===== config.mk =====
export PLATFORM = sky130hd
export DESIGN_NAME = annexb_nal_unit_splitter
export DESIGN_NICKNAME = d
export VERILOG_FILES = /design/src/rtl/anxb_pkg.sv /design/src/rtl/anxb_step.sv /design/src/rtl/annexb_nal_unit_splitter.sv
export SDC_FILE = /design/constraint.sdc
export NUM_CORES = 1
export LEC_CHECK = 0
export ABC_AREA = 1
export BUFFER_PORTS_ARGS = -buffer_cell sky130_fd_sc_hd__buf_2
export CAP_MARGIN = 5
export CORE_AREA = 2 2 196 159
export DETAILED_ROUTE_END_ITERATION = 10
export DIE_AREA = 0 0 198 161
export GPL_ROUTABILITY_DRIVEN = 0
export MAX_ROUTING_LAYER = met4
export PLACE_DENSITY = 0.75
export SYNTH_ARGS = -nofsm -noshare
export SYNTH_HDL_FRONTEND = slang
export SYNTH_SLANG_ARGS = --single-unit

===== constraint.sdc =====
create_clock -name clk -period 14.9 [get_ports clk]
set_input_delay 2.235 -clock clk [delete_from_list [all_inputs] [get_ports clk]]
set_output_delay 2.235 -clock clk [all_outputs]
set_load 0.03 [all_outputs]

===== src/rtl/anxb_pkg.sv =====
// ----------------------------------------------------------------------------
// Annex B NAL unit splitter package
// Shared types, codes and constants of the start code parser.
// ----------------------------------------------------------------------------
`default_nettype none

package anxb_pkg;

    localparam int LENGTH_BITS    = 20;
    localparam int LEN_FIELD_BITS = 20;
    localparam int CNT_SUM_BITS   = LENGTH_BITS + 1;
    localparam int CMP_BITS       = (LENGTH_BITS > LEN_FIELD_BITS) ? LENGTH_BITS
                                                                   : LEN_FIELD_BITS;
    localparam int MAX_RESULTS    = 5;
    localparam int RES_IDX_BITS   = 3;

    localparam logic [LENGTH_BITS-1:0]    COUNT_MAX     = {LENGTH_BITS{1'b1}};
    localparam logic [LEN_FIELD_BITS-1:0] LEN_FIELD_MAX = {LEN_FIELD_BITS{1'b1}};

    localparam logic [7:0] HDR_FORBIDDEN_MASK = 8'h80;
    localparam logic [7:0] HDR_IDC_MASK       = 8'h60;
    localparam logic [7:0] HDR_TYPE_MASK      = 8'h1f;
    localparam logic [4:0] NAL_TYPE_SEI       = 5'd6;
    localparam logic [7:0] BYTE_ZERO          = 8'h00;
    localparam logic [7:0] BYTE_ONE           = 8'h01;
    localparam logic [2:0] PREFIX_SHORT       = 3'd3;
    localparam logic [2:0] PREFIX_LONG        = 3'd4;
    localparam logic [1:0] HOLD_FULL          = 2'd3;

    typedef enum logic [1:0] {
        MODE_AWAIT = 2'd0,
        MODE_SKIP  = 2'd1,
        MODE_UNIT  = 2'd2
    } mode_t;

    typedef enum logic [1:0] {
        KIND_PAYLOAD    = 2'd0,
        KIND_SUMMARY    = 2'd1,
        KIND_SYNC_ERROR = 2'd2
    } kind_t;

    typedef struct packed {
        mode_t                  mode;
        logic [1:0]             hold_count;
        logic [LENGTH_BITS-1:0] count;
        logic [7:0]             header;
        logic [2:0]             prefix;
    } parse_state_t;

    typedef struct packed {
        kind_t                     kind;
        logic [7:0]                payload_byte;
        logic                      first_of_unit;
        logic [LEN_FIELD_BITS-1:0] unit_length;
        logic [2:0]                prefix_length;
        logic                      forbidden_zero;
        logic [1:0]                reference_idc;
        logic [4:0]                unit_type;
        logic                      length_saturated;
    } result_t;

    localparam parse_state_t PARSE_RESET = '{
        mode:       MODE_AWAIT,
        hold_count: 2'd0,
        count:      '0,
        header:     8'h00,
        prefix:     PREFIX_SHORT
    };

endpackage

`default_nettype wire


===== src/rtl/anxb_step.sv =====
// ----------------------------------------------------------------------------
// Annex B splitter step logic
// Computes the results of one stream byte and the parser state after it.
// ----------------------------------------------------------------------------
`default_nettype none

module anxb_step
    import anxb_pkg::*;
(
    input  parse_state_t                  state,
    input  logic [7:0]                    stream_byte,
    input  logic                          end_of_stream,
    input  logic                          skip_sei_payload,
    output parse_state_t                  state_next,
    output result_t                       results [MAX_RESULTS],
    output logic [RES_IDX_BITS-1:0]       result_count
);

    function automatic logic [LEN_FIELD_BITS-1:0] len_field(
        input logic [LENGTH_BITS-1:0] c
    );
        logic [CMP_BITS-1:0] w;
        begin
            w = CMP_BITS'(c);
            if (w > CMP_BITS'(LEN_FIELD_MAX))
                len_field = LEN_FIELD_MAX;
            else
                len_field = w[LEN_FIELD_BITS-1:0];
        end
    endfunction

    function automatic result_t summary(
        input logic [LENGTH_BITS-1:0] c,
        input logic [7:0]             hdr,
        input logic [2:0]             pfx
    );
        result_t r;
        begin
            r                  = '0;
            r.kind             = KIND_SUMMARY;
            r.unit_length      = len_field(c);
            r.prefix_length    = pfx;
            r.forbidden_zero   = (hdr & HDR_FORBIDDEN_MASK) != 8'h00;
            r.reference_idc    = 2'((hdr & HDR_IDC_MASK) >> 5);
            r.unit_type        = 5'(hdr & HDR_TYPE_MASK);
            r.length_saturated = (c == COUNT_MAX);
            summary = r;
        end
    endfunction

    parse_state_t                  s1;
    logic                          is_start;
    logic                          opened;
    logic                          err;
    logic                          sum_a;
    logic                          sum_b;
    logic                          last_is_b;
    logic [2:0]                    e1;
    logic [2:0]                    e2;
    logic [2:0]                    e_total;
    logic [CNT_SUM_BITS-1:0]       cnt_sum;
    logic [LENGTH_BITS-1:0]        cnt_e;
    logic [7:0]                    first_val;
    logic [7:0]                    hdr_e;
    logic                          suppress;
    logic [RES_IDX_BITS-1:0]       n_emit;
    logic [RES_IDX_BITS-1:0]       emit_start;
    logic [RES_IDX_BITS-1:0]       sum_a_pos;
    logic [RES_IDX_BITS-1:0]       sum_b_pos;
    logic [RES_IDX_BITS-1:0]       slot;
    logic [RES_IDX_BITS-1:0]       k;

    always_comb
    begin
        s1        = state;
        opened    = 1'b0;
        err       = 1'b0;
        sum_a     = 1'b0;
        last_is_b = 1'b0;
        e1        = 3'd0;
        is_start  = (stream_byte == BYTE_ONE) && (state.hold_count >= 2'd2);

        if (state.mode == MODE_UNIT)
        begin
            if (stream_byte == BYTE_ZERO)
            begin
                if (state.hold_count == HOLD_FULL)
                    e1 = 3'd1;
                else
                    s1.hold_count = state.hold_count + 2'd1;
            end
            else if (is_start)
            begin
                sum_a  = 1'b1;
                opened = 1'b1;
            end
            else
            begin
                e1            = {1'b0, state.hold_count} + 3'd1;
                last_is_b     = 1'b1;
                s1.hold_count = 2'd0;
            end
        end
        else if (state.mode == MODE_SKIP)
        begin
            if (stream_byte == BYTE_ZERO)
            begin
                if (state.hold_count != HOLD_FULL)
                    s1.hold_count = state.hold_count + 2'd1;
            end
            else if (is_start)
                opened = 1'b1;
            else
                s1.hold_count = 2'd0;
        end
        else
        begin
            if (stream_byte == BYTE_ZERO)
            begin
                if (state.hold_count != HOLD_FULL)
                    s1.hold_count = state.hold_count + 2'd1;
                else
                begin
                    err           = 1'b1;
                    s1.mode       = MODE_SKIP;
                    s1.hold_count = HOLD_FULL;
                end
            end
            else if (is_start)
                opened = 1'b1;
            else
            begin
                err           = 1'b1;
                s1.mode       = MODE_SKIP;
                s1.hold_count = 2'd0;
            end
        end

        if (opened)
        begin
            s1.mode       = MODE_UNIT;
            s1.count      = '0;
            s1.header     = 8'h00;
            s1.prefix     = (state.hold_count == HOLD_FULL) ? PREFIX_LONG : PREFIX_SHORT;
            s1.hold_count = 2'd0;
        end

        sum_b   = end_of_stream && (s1.mode == MODE_UNIT);
        e2      = sum_b ? {1'b0, s1.hold_count} : 3'd0;
        e_total = e1 + e2;

        cnt_sum = {1'b0, s1.count} + CNT_SUM_BITS'(e_total);
        if (cnt_sum > CNT_SUM_BITS'(COUNT_MAX))
            cnt_e = COUNT_MAX;
        else
            cnt_e = cnt_sum[LENGTH_BITS-1:0];

        first_val = (last_is_b && (e_total == 3'd1)) ? stream_byte : BYTE_ZERO;
        hdr_e     = ((s1.count == '0) && (e_total != 3'd0)) ? first_val : s1.header;
        suppress  = skip_sei_payload && (hdr_e[4:0] == NAL_TYPE_SEI);
        n_emit    = suppress ? '0 : RES_IDX_BITS'(e_total);

        emit_start   = {{(RES_IDX_BITS-1){1'b0}}, err};
        sum_a_pos    = emit_start + n_emit;
        sum_b_pos    = sum_a_pos + {{(RES_IDX_BITS-1){1'b0}}, sum_a};
        result_count = sum_b_pos + {{(RES_IDX_BITS-1){1'b0}}, sum_b};

        for (int j = 0; j < MAX_RESULTS; j++)
        begin
            slot       = RES_IDX_BITS'(j);
            k          = slot - emit_start;
            results[j] = '0;
            if (err && (slot == '0))
                results[j].kind = KIND_SYNC_ERROR;
            else if ((slot >= emit_start) && (slot < sum_a_pos))
            begin
                results[j].kind          = KIND_PAYLOAD;
                results[j].payload_byte  =
                    (last_is_b && (k == RES_IDX_BITS'(e_total - 3'd1))) ? stream_byte
                                                                         : BYTE_ZERO;
                results[j].first_of_unit = (s1.count == '0) && (k == '0);
            end
            else if (sum_a && (slot == sum_a_pos))
                results[j] = summary(state.count, state.header, state.prefix);
            else if (sum_b && (slot == sum_b_pos))
                results[j] = summary(cnt_e, hdr_e, s1.prefix);
        end

        if (end_of_stream)
            state_next = PARSE_RESET;
        else
        begin
            state_next        = s1;
            state_next.count  = cnt_e;
            state_next.header = hdr_e;
        end
    end

endmodule

`default_nettype wire


===== src/rtl/annexb_nal_unit_splitter.sv =====
// ----------------------------------------------------------------------------
// Annex B NAL unit splitter
// Splits an H.264 Annex B byte stream into NAL unit bytes and unit summaries.
// ----------------------------------------------------------------------------
// Input channel: one stream byte per transfer, with end_of_stream on the last
// byte. Output channel: one result per transfer (payload byte, unit summary or
// sync error); last_of_run marks the last result caused by one input byte.
// A transferred byte waits in the input register until the result bank is
// free; it is then parsed and its whole run of results (zero to five) is
// loaded into the result bank, and the first result is offered from then on.
// The bank drains one result per cycle while the receiver does not stall.
// Throughput is one byte per cycle while each byte causes at most one result
// and the receiver does not stall; a byte that causes more results holds the
// result bank until its last result transfers.
// A one-entry input register lets the next byte transfer while results still
// wait in the bank. When the receiver stalls, the current result holds and the
// input side stalls once the input register is full.
// Reset puts the parser in the awaiting-first-start-code mode with an empty
// bank and sets skip_sei_payload. cfg_wr_data is written to skip_sei_payload
// at any edge with cfg_wr_en high; write it only while the block is idle.
// ----------------------------------------------------------------------------
`default_nettype none

module annexb_nal_unit_splitter
    import anxb_pkg::*;
(
    input  logic                      clk,
    input  logic                      rst_n,
    input  logic                      cfg_wr_en,
    input  logic                      cfg_wr_data,
    input  logic                      in_valid,
    output logic                      in_stall,
    input  logic [7:0]                stream_byte,
    input  logic                      end_of_stream,
    output logic                      out_valid,
    input  logic                      out_stall,
    output logic [1:0]                result_kind,
    output logic [7:0]                payload_byte,
    output logic                      first_of_unit,
    output logic [LEN_FIELD_BITS-1:0] unit_length,
    output logic [2:0]                prefix_length,
    output logic                      forbidden_zero,
    output logic [1:0]                reference_idc,
    output logic [4:0]                unit_type,
    output logic                      length_saturated,
    output logic                      last_of_run
);

    logic                    skip_sei_reg;
    logic                    in_full_reg;
    logic [7:0]              byte_reg;
    logic                    eos_reg;
    parse_state_t            state_reg;
    parse_state_t            state_next;
    result_t                 bank_reg [MAX_RESULTS];
    result_t                 bank_next [MAX_RESULTS];
    logic [RES_IDX_BITS-1:0] total_reg;
    logic [RES_IDX_BITS-1:0] total_next;
    logic [RES_IDX_BITS-1:0] rd_reg;
    logic                    in_xfer;
    logic                    out_xfer;
    logic                    last_res;
    logic                    bank_free;
    logic                    load;
    result_t                 cur;

    anxb_step u_step (
        .state            (state_reg),
        .stream_byte      (byte_reg),
        .end_of_stream    (eos_reg),
        .skip_sei_payload (skip_sei_reg),
        .state_next       (state_next),
        .results          (bank_next),
        .result_count     (total_next)
    );

    assign out_valid = (total_reg != '0);
    assign last_res  = (rd_reg == total_reg - RES_IDX_BITS'(1));
    assign out_xfer  = out_valid && !out_stall;
    assign bank_free = (total_reg == '0) || (out_xfer && last_res);
    assign load      = in_full_reg && bank_free;
    assign in_stall  = in_full_reg && !bank_free;
    assign in_xfer   = in_valid && !in_stall;

    always_ff @(posedge clk or negedge rst_n)
    begin
        if (!rst_n)
            skip_sei_reg <= 1'b1;
        else if (cfg_wr_en)
            skip_sei_reg <= cfg_wr_data;
    end

    always_ff @(posedge clk or negedge rst_n)
    begin
        if (!rst_n)
            in_full_reg <= 1'b0;
        else if (in_xfer)
            in_full_reg <= 1'b1;
        else if (load)
            in_full_reg <= 1'b0;
    end

    always_ff @(posedge clk)
    begin
        if (in_xfer)
        begin
            byte_reg <= stream_byte;
            eos_reg  <= end_of_stream;
        end
    end

    always_ff @(posedge clk or negedge rst_n)
    begin
        if (!rst_n)
            state_reg <= PARSE_RESET;
        else if (load)
            state_reg <= state_next;
    end

    always_ff @(posedge clk or negedge rst_n)
    begin
        if (!rst_n)
        begin
            total_reg <= '0;
            rd_reg    <= '0;
        end
        else if (load)
        begin
            total_reg <= total_next;
            rd_reg    <= '0;
        end
        else if (out_xfer)
        begin
            if (last_res)
            begin
                total_reg <= '0;
                rd_reg    <= '0;
            end
            else
                rd_reg <= rd_reg + RES_IDX_BITS'(1);
        end
    end

    always_ff @(posedge clk)
    begin
        if (load)
            bank_reg <= bank_next;
    end

    assign cur              = bank_reg[rd_reg];
    assign result_kind      = cur.kind;
    assign payload_byte     = cur.payload_byte;
    assign first_of_unit    = cur.first_of_unit;
    assign unit_length      = cur.unit_length;
    assign prefix_length    = cur.prefix_length;
    assign forbidden_zero   = cur.forbidden_zero;
    assign reference_idc    = cur.reference_idc;
    assign unit_type        = cur.unit_type;
    assign length_saturated = cur.length_saturated;
    assign last_of_run      = last_res;

endmodule

`default_nettype wire


Word level (Yosys, flattened, before mapping):

Cells that the tools add are included.

* register bits: 267
* bits of input ports: 15
* output and inout port bits: 46
* logic and storage cells: 238

* $add $sub $neg: 15
* $lt $le $gt $ge: 12
* equality and inequality tests: 24
* muxes and demuxes: 68
* bitwise logic cells: 1
* reduce and logical (&&, ||, !) cells: 57

Operator list (count)
* 2-to-1 mux 42 bit: 9
* binary-select mux 43 bit (select 3 bit): 1
* 2-to-1 mux 43 bit: 3
* 2-to-1 mux 35 bit: 2
* 2-to-1 mux 20 bit: 3
* 2-to-1 mux 8 bit: 7
* equality test 20 bit, second input constant: 2
* greater-than comparator 20 bit, second input constant: 2
* 2-to-1 mux 9 bit: 4
* 2-to-1 mux 3 bit: 11
* logical AND 1 bit: 32
* zero test 3 bit: 8
* 2-to-1 mux 2 bit: 12
* adder 20 x 3 -> 21 bit: 1
* greater-than comparator 21 x 20 -> 1 bit, second input constant: 1
* zero test 20 bit: 1
* equality test 3 bit: 6
* 2-to-1 mux 1 bit: 13
* equality test 2 x 3 -> 1 bit, first input constant: 4
* 2-to-1 mux 11 bit: 1
* OR reduction 2 bit: 5
* equality test 8 x 1 -> 1 bit, second input constant: 1
* zero test 8 bit: 1
* 2-to-1 mux 4 bit: 2
* other kinds (30): 45

Depth between registers and ports, before layout:

* depth after elaboration: 25
* mapped depth: 38
* gate-level depth less buffers: 35

Hierarchy:

Synthesis repeated with hierarchy kept, for this count alone.

* cells, all modules: 1942
* area total of the unflattened synthesis: 15847.7 µm²

Modules (own cells, without submodules)
* annexb_nal_unit_splitter: instances 1, cells each 782, area each 10314.9 µm², sequential area each 7806.2 µm²
* anxb_step: instances 1, cells each 1160, area each 5532.8 µm², sequential area each 0.0 µm²

Least setup slack after synthesis:

Ideal clock, no wire load.

* path kind: input-to-reg
* from: in out_stall
* to: reg bank_reg[0] (netlist bit), enable pin
* library setup time: 0.653 ns
* arrival time: 8.710 ns
* data required time: 14.247 ns
* setup slack: 5.537 ns
* stages on the path: 6
* path buffers: 1
* cells stage by stage: nor2_1 nand2_1 nand2_1 nand2_1 clkinv_1 buf_1

* cells in the longest elaborated chain, start to end: 5

Ends and longest elaborated chain
* from (decl): line annexb_nal_unit_splitter.sv:36 `input logic out_stall,`
* zero test 1 bit: line annexb_nal_unit_splitter.sv:79 `assign out_xfer = out_valid && !out_stall;`
* logical AND 1 bit: line annexb_nal_unit_splitter.sv:79
* logical AND 1 bit: line annexb_nal_unit_splitter.sv:80 `assign bank_free = (total_reg == '0) || (out_xfer && last_res);`
* logical OR 1 bit: line annexb_nal_unit_splitter.sv:80
* logical AND 1 bit: line annexb_nal_unit_splitter.sv:81 `assign load = in_full_reg && bank_free;`
* via load: line annexb_nal_unit_splitter.sv:64 `logic load;`
* to (signal assigned): line annexb_nal_unit_splitter.sv:147 `bank_reg <= bank_next;`
* to (decl): line annexb_nal_unit_splitter.sv:55 `result_t bank_reg [MAX_RESULTS];`

The timed path passes the listed nets, and every way through them passes these cells.
A chain may end at the register's enable or synchronous reset.

Worst setup path after layout:

* from: reg state_reg[31] (netlist bit)
* to: reg bank_reg[67] (netlist bit) (data pin)

* cells in the longest elaborated chain, start to end: 24
* elaborated cells between the ends (all ways): 62
* those cells by class: add/sub (6); order compare (4); eq/ne (7); mux (36); reduce/logical (9)

Ends and longest elaborated chain
* from (decl): line annexb_nal_unit_splitter.sv:53 `parse_state_t state_reg;`
* from (signal assigned): line annexb_nal_unit_splitter.sv:117 `state_reg <= state_next;`
* parallel branches: the longest is 24 deep, another holds adder 20 x 3 -> 21 bit

Parallel ways; which one is timed is not known.

==> out/metrics.cfg <==
[run_status]
status=finished, final reports clean

[hold_path]
min_path_type=reg2reg
hold_start=skip_sei_reg$_DFFE_PN1P_
holdPathStages=2
whs_endpoint=skip_sei_reg$_DFFE_PN1P_

[floorplanning]
fp-row-count=57
core_area_sq_mm=0.0300
die_y_microns=161
fp.dieW_microns=198
die-area_sq_mm=0.0319
initial_core_util_pct=49.2
io_pins=61

[finish]
largest_reg_flops=208
diodes=0
drive_above_1_share_pct=10.2
nets=1746
fin_cells=2142
syn_to_final_growth_pct=8.10

[critical_path]
cp_max_fo=103
r2r_start=state_reg[31]$_DFFE_PN0P_
cp-end-kind=register
path_common_cell=inv_1
reg2reg_depth=36
crit_path_max_incr_delay_ns=0.77
cp_data_required_time_ns=15.24
cp_slowest_cell=buf_4
regToRegEndpoint=bank_reg[67]$_SDFFCE_PN0P_
critPathKind=reg2reg
cp-start-kind=register
arrival_ns=8.22
reg2reg_slack_ns=7.02

[drt]
first_iter_violations=2076
viasPerCell=6.16
wirelength_mm=43.3
ant_nets=0
drc=0
num_vias=13190
wl_per_cell_microns=20.2
drt_pre_antenna_iters=6

[sta]
final.period_utilization_pct=52.9
finClkSkew_ns=0.0117
hold_viol_final=0
rsz0062_at_grt=false
maxSlewViolCount=0
min_period_ns=7.88
fin_ws_ns=7.02
slew_headroom_pct=17.1
finalSetupTns_ns=0
max_clock_freq_mhz=127
worst_slew_pin_slew_ns=1.24
setup_violations=0

[global_route]
grt_usage_pct=27.9
grt_pass1_wl_mm=68.3
grtUsageMet3_pct=5.49
globalRouteOverflowTotal=0
grt_max_degree=156
met1_usage_pct=40.7
grt_antenna_before_repair=0
grt_pass1_vias=12224
busiest_layer=met1
grtUsageMet2_pct=39.4

[synthesis]
synth-async-reset-ratio_pct=16.5
syn-mean-instance-area_sq_um=8.56
ys_types=46
yosysWarnings=0
ys.flop_type=edfxtp_1
syn_nets=1764
synth_area_sq_mm=0.0148
ys_ff_latch=260
ys_seq_area_share_pct=51.4
synthCells=1727
synth-edff-count=217

[clock_network]
post_cts_resized=0
htreeDepth=1
cts_sinks=260
clock_path_buffers=3
ctsHoldBuffers=0
cts_tree=yes
clock-root-buffer=clkbuf_16
cts_buffers=27
clkTransAtPathRegs_ns=0.06
cts_setup_buffers=0
clock_latency_ns=0.54

[power_and_ir_drop]
clockPowerShare_pct=21.6
p_comb_share_pct=37.0
p_total_uw=2860
p_leak_uw=0.00593
swShare_pct=39.7
power_density_mw_per_mm2=179
ir_drop_uv=182
seq_power_share_pct=41.3
p_switching_uw=1130
p_int_uw=1720

[placement]
portBuffers=60
place_inst=2093
place_hpwl_mm=26.1
post-place-ws_ns=7.22

[run]
cap_violations=0

## Yosys cell counts, types with 2 or more instances
cell type	count	area share, %
or2_2	4	0.17
inv_2	9	0.23
xnor2_1	2	0.12
edfxtp_1	217	44
nand2_2	11	0.47
o21ai_1	11	0.37
ha_1	20	1.7
nand3_1	136	4.6
nand3_2	3	0.20
inv_1	131	3.3
nand4_1	55	2.3
dfstp_2	3	0.53
buf_2	21	0.71
o22ai_1	30	1.3
buf_1	10	0.25
nor3_1	16	0.54
nor2_1	128	3.3
nand3_4	3	0.36
a22oi_1	2	0.10
fa_1	2	0.27
o21ai_2	3	0.18
a221o_1	41	2.8
xor2_1	9	0.53
clkinv_1	2	0.051
nor4_1	3	0.13
o211ai_1	3	0.15
buf_4	13	0.66
a21oi_1	218	7.4
a31oi_1	3	0.13
clkbuf_1	79	2.0
nand2_1	381	9.7
o21ai_0	92	3.1
nand2_4	2	0.15
nor2_2	9	0.38
nor2_4	2	0.15
buf_6	4	0.30
dfrtp_1	40	6.8
## layout by cell type, fill, tap and decap left out, types with 41 or more instances in the layout
master    count
nor2_1      128
a21oi_1     218
o21ai_0      92
nand2_1     379
a221o_1      41
inv_1       130
edfxtp_1    217
nand3_1     136
nand4_1      55
buf_2        60
## how the worst max path moves through the flow
stage                                          from                    endpoint  slack, ns  cells past startpoint
final                     state_reg[31]$_DFFE_PN0P_  bank_reg[67]$_SDFFCE_PN0P_       7.02                     36
after global routing      state_reg[31]$_DFFE_PN0P_  bank_reg[58]$_SDFFCE_PN0P_       6.47                     36
after CTS                 state_reg[31]$_DFFE_PN0P_  bank_reg[67]$_SDFFCE_PN0P_       7.17                     36
after detailed placement  state_reg[31]$_DFFE_PN0P_  bank_reg[72]$_SDFFCE_PN0P_       7.22                     36
after global placement    state_reg[31]$_DFFE_PN0P_  bank_reg[61]$_SDFFCE_PN0P_       7.59                     35
after floorplan                           out_stall   bank_reg[0]$_SDFFCE_PP0P_       5.54                      6
## stage by stage
step                hold slack [ns]  area, sq um  utilization (%)
floorplan                     0.478        14800                -
global placement              0.522        15200             50.6
detailed placement            0.543        15200             50.6
CTS                           0.554        16000             53.2
global route                  0.577        16000             53.2
finish                        0.542        16000             53.2
## routing by layer
layer  up-vias  routed length (microns)
met4         0                     1230
met2       884                    18600
li1       5985                        -
met3       115                     5470
met5         -                        0
met1      6206                    18000
## kinds of logic after synthesis
| kind of cell | share of synthesized area (%) |
|---|---|
| AND/OR/NAND/NOR | 22.8 |
| AO/OA/AOI/OAI | 15.6 |
| buffers and inverters | 7.58 |
| flip-flops | 51.4 |
| adder cells (fa/ha/maj) | 1.96 |
| XOR/XNOR | 0.652 |
## power by group through the flow
stage	sequential (uW)	clock, uW	combinational, uW
final	1180	617	1060
after global routing	1200	649	1150
after floorplan	1250	0	745
after global placement	1190	0	1050
after detailed placement	1190	0	1060
after CTS	1180	620	1060
## critical path, delay by kind of cell (launching register included)
kind	cells	cell delay (ns)
buffers and inverters	10	2.74
AND/OR/NAND/NOR	18	2.67
AO/OA/AOI/OAI	1	0.08
adder cells (fa/ha/maj)	7	1.72
flip-flops	1	0.42
## cell type report
cell class,instances,area (sq um)
Clock inverter,11,51.3
Timing Repair Buffer,80,450
Sequential cell,260,7600
Clock buffer,38,727
Multi-Input combinational cell,1197,6090
Inverter,143,546
Tap cell,413,517
Fill cell,2677,14000
No activity file was read; power rests on OpenSTA's default activity.
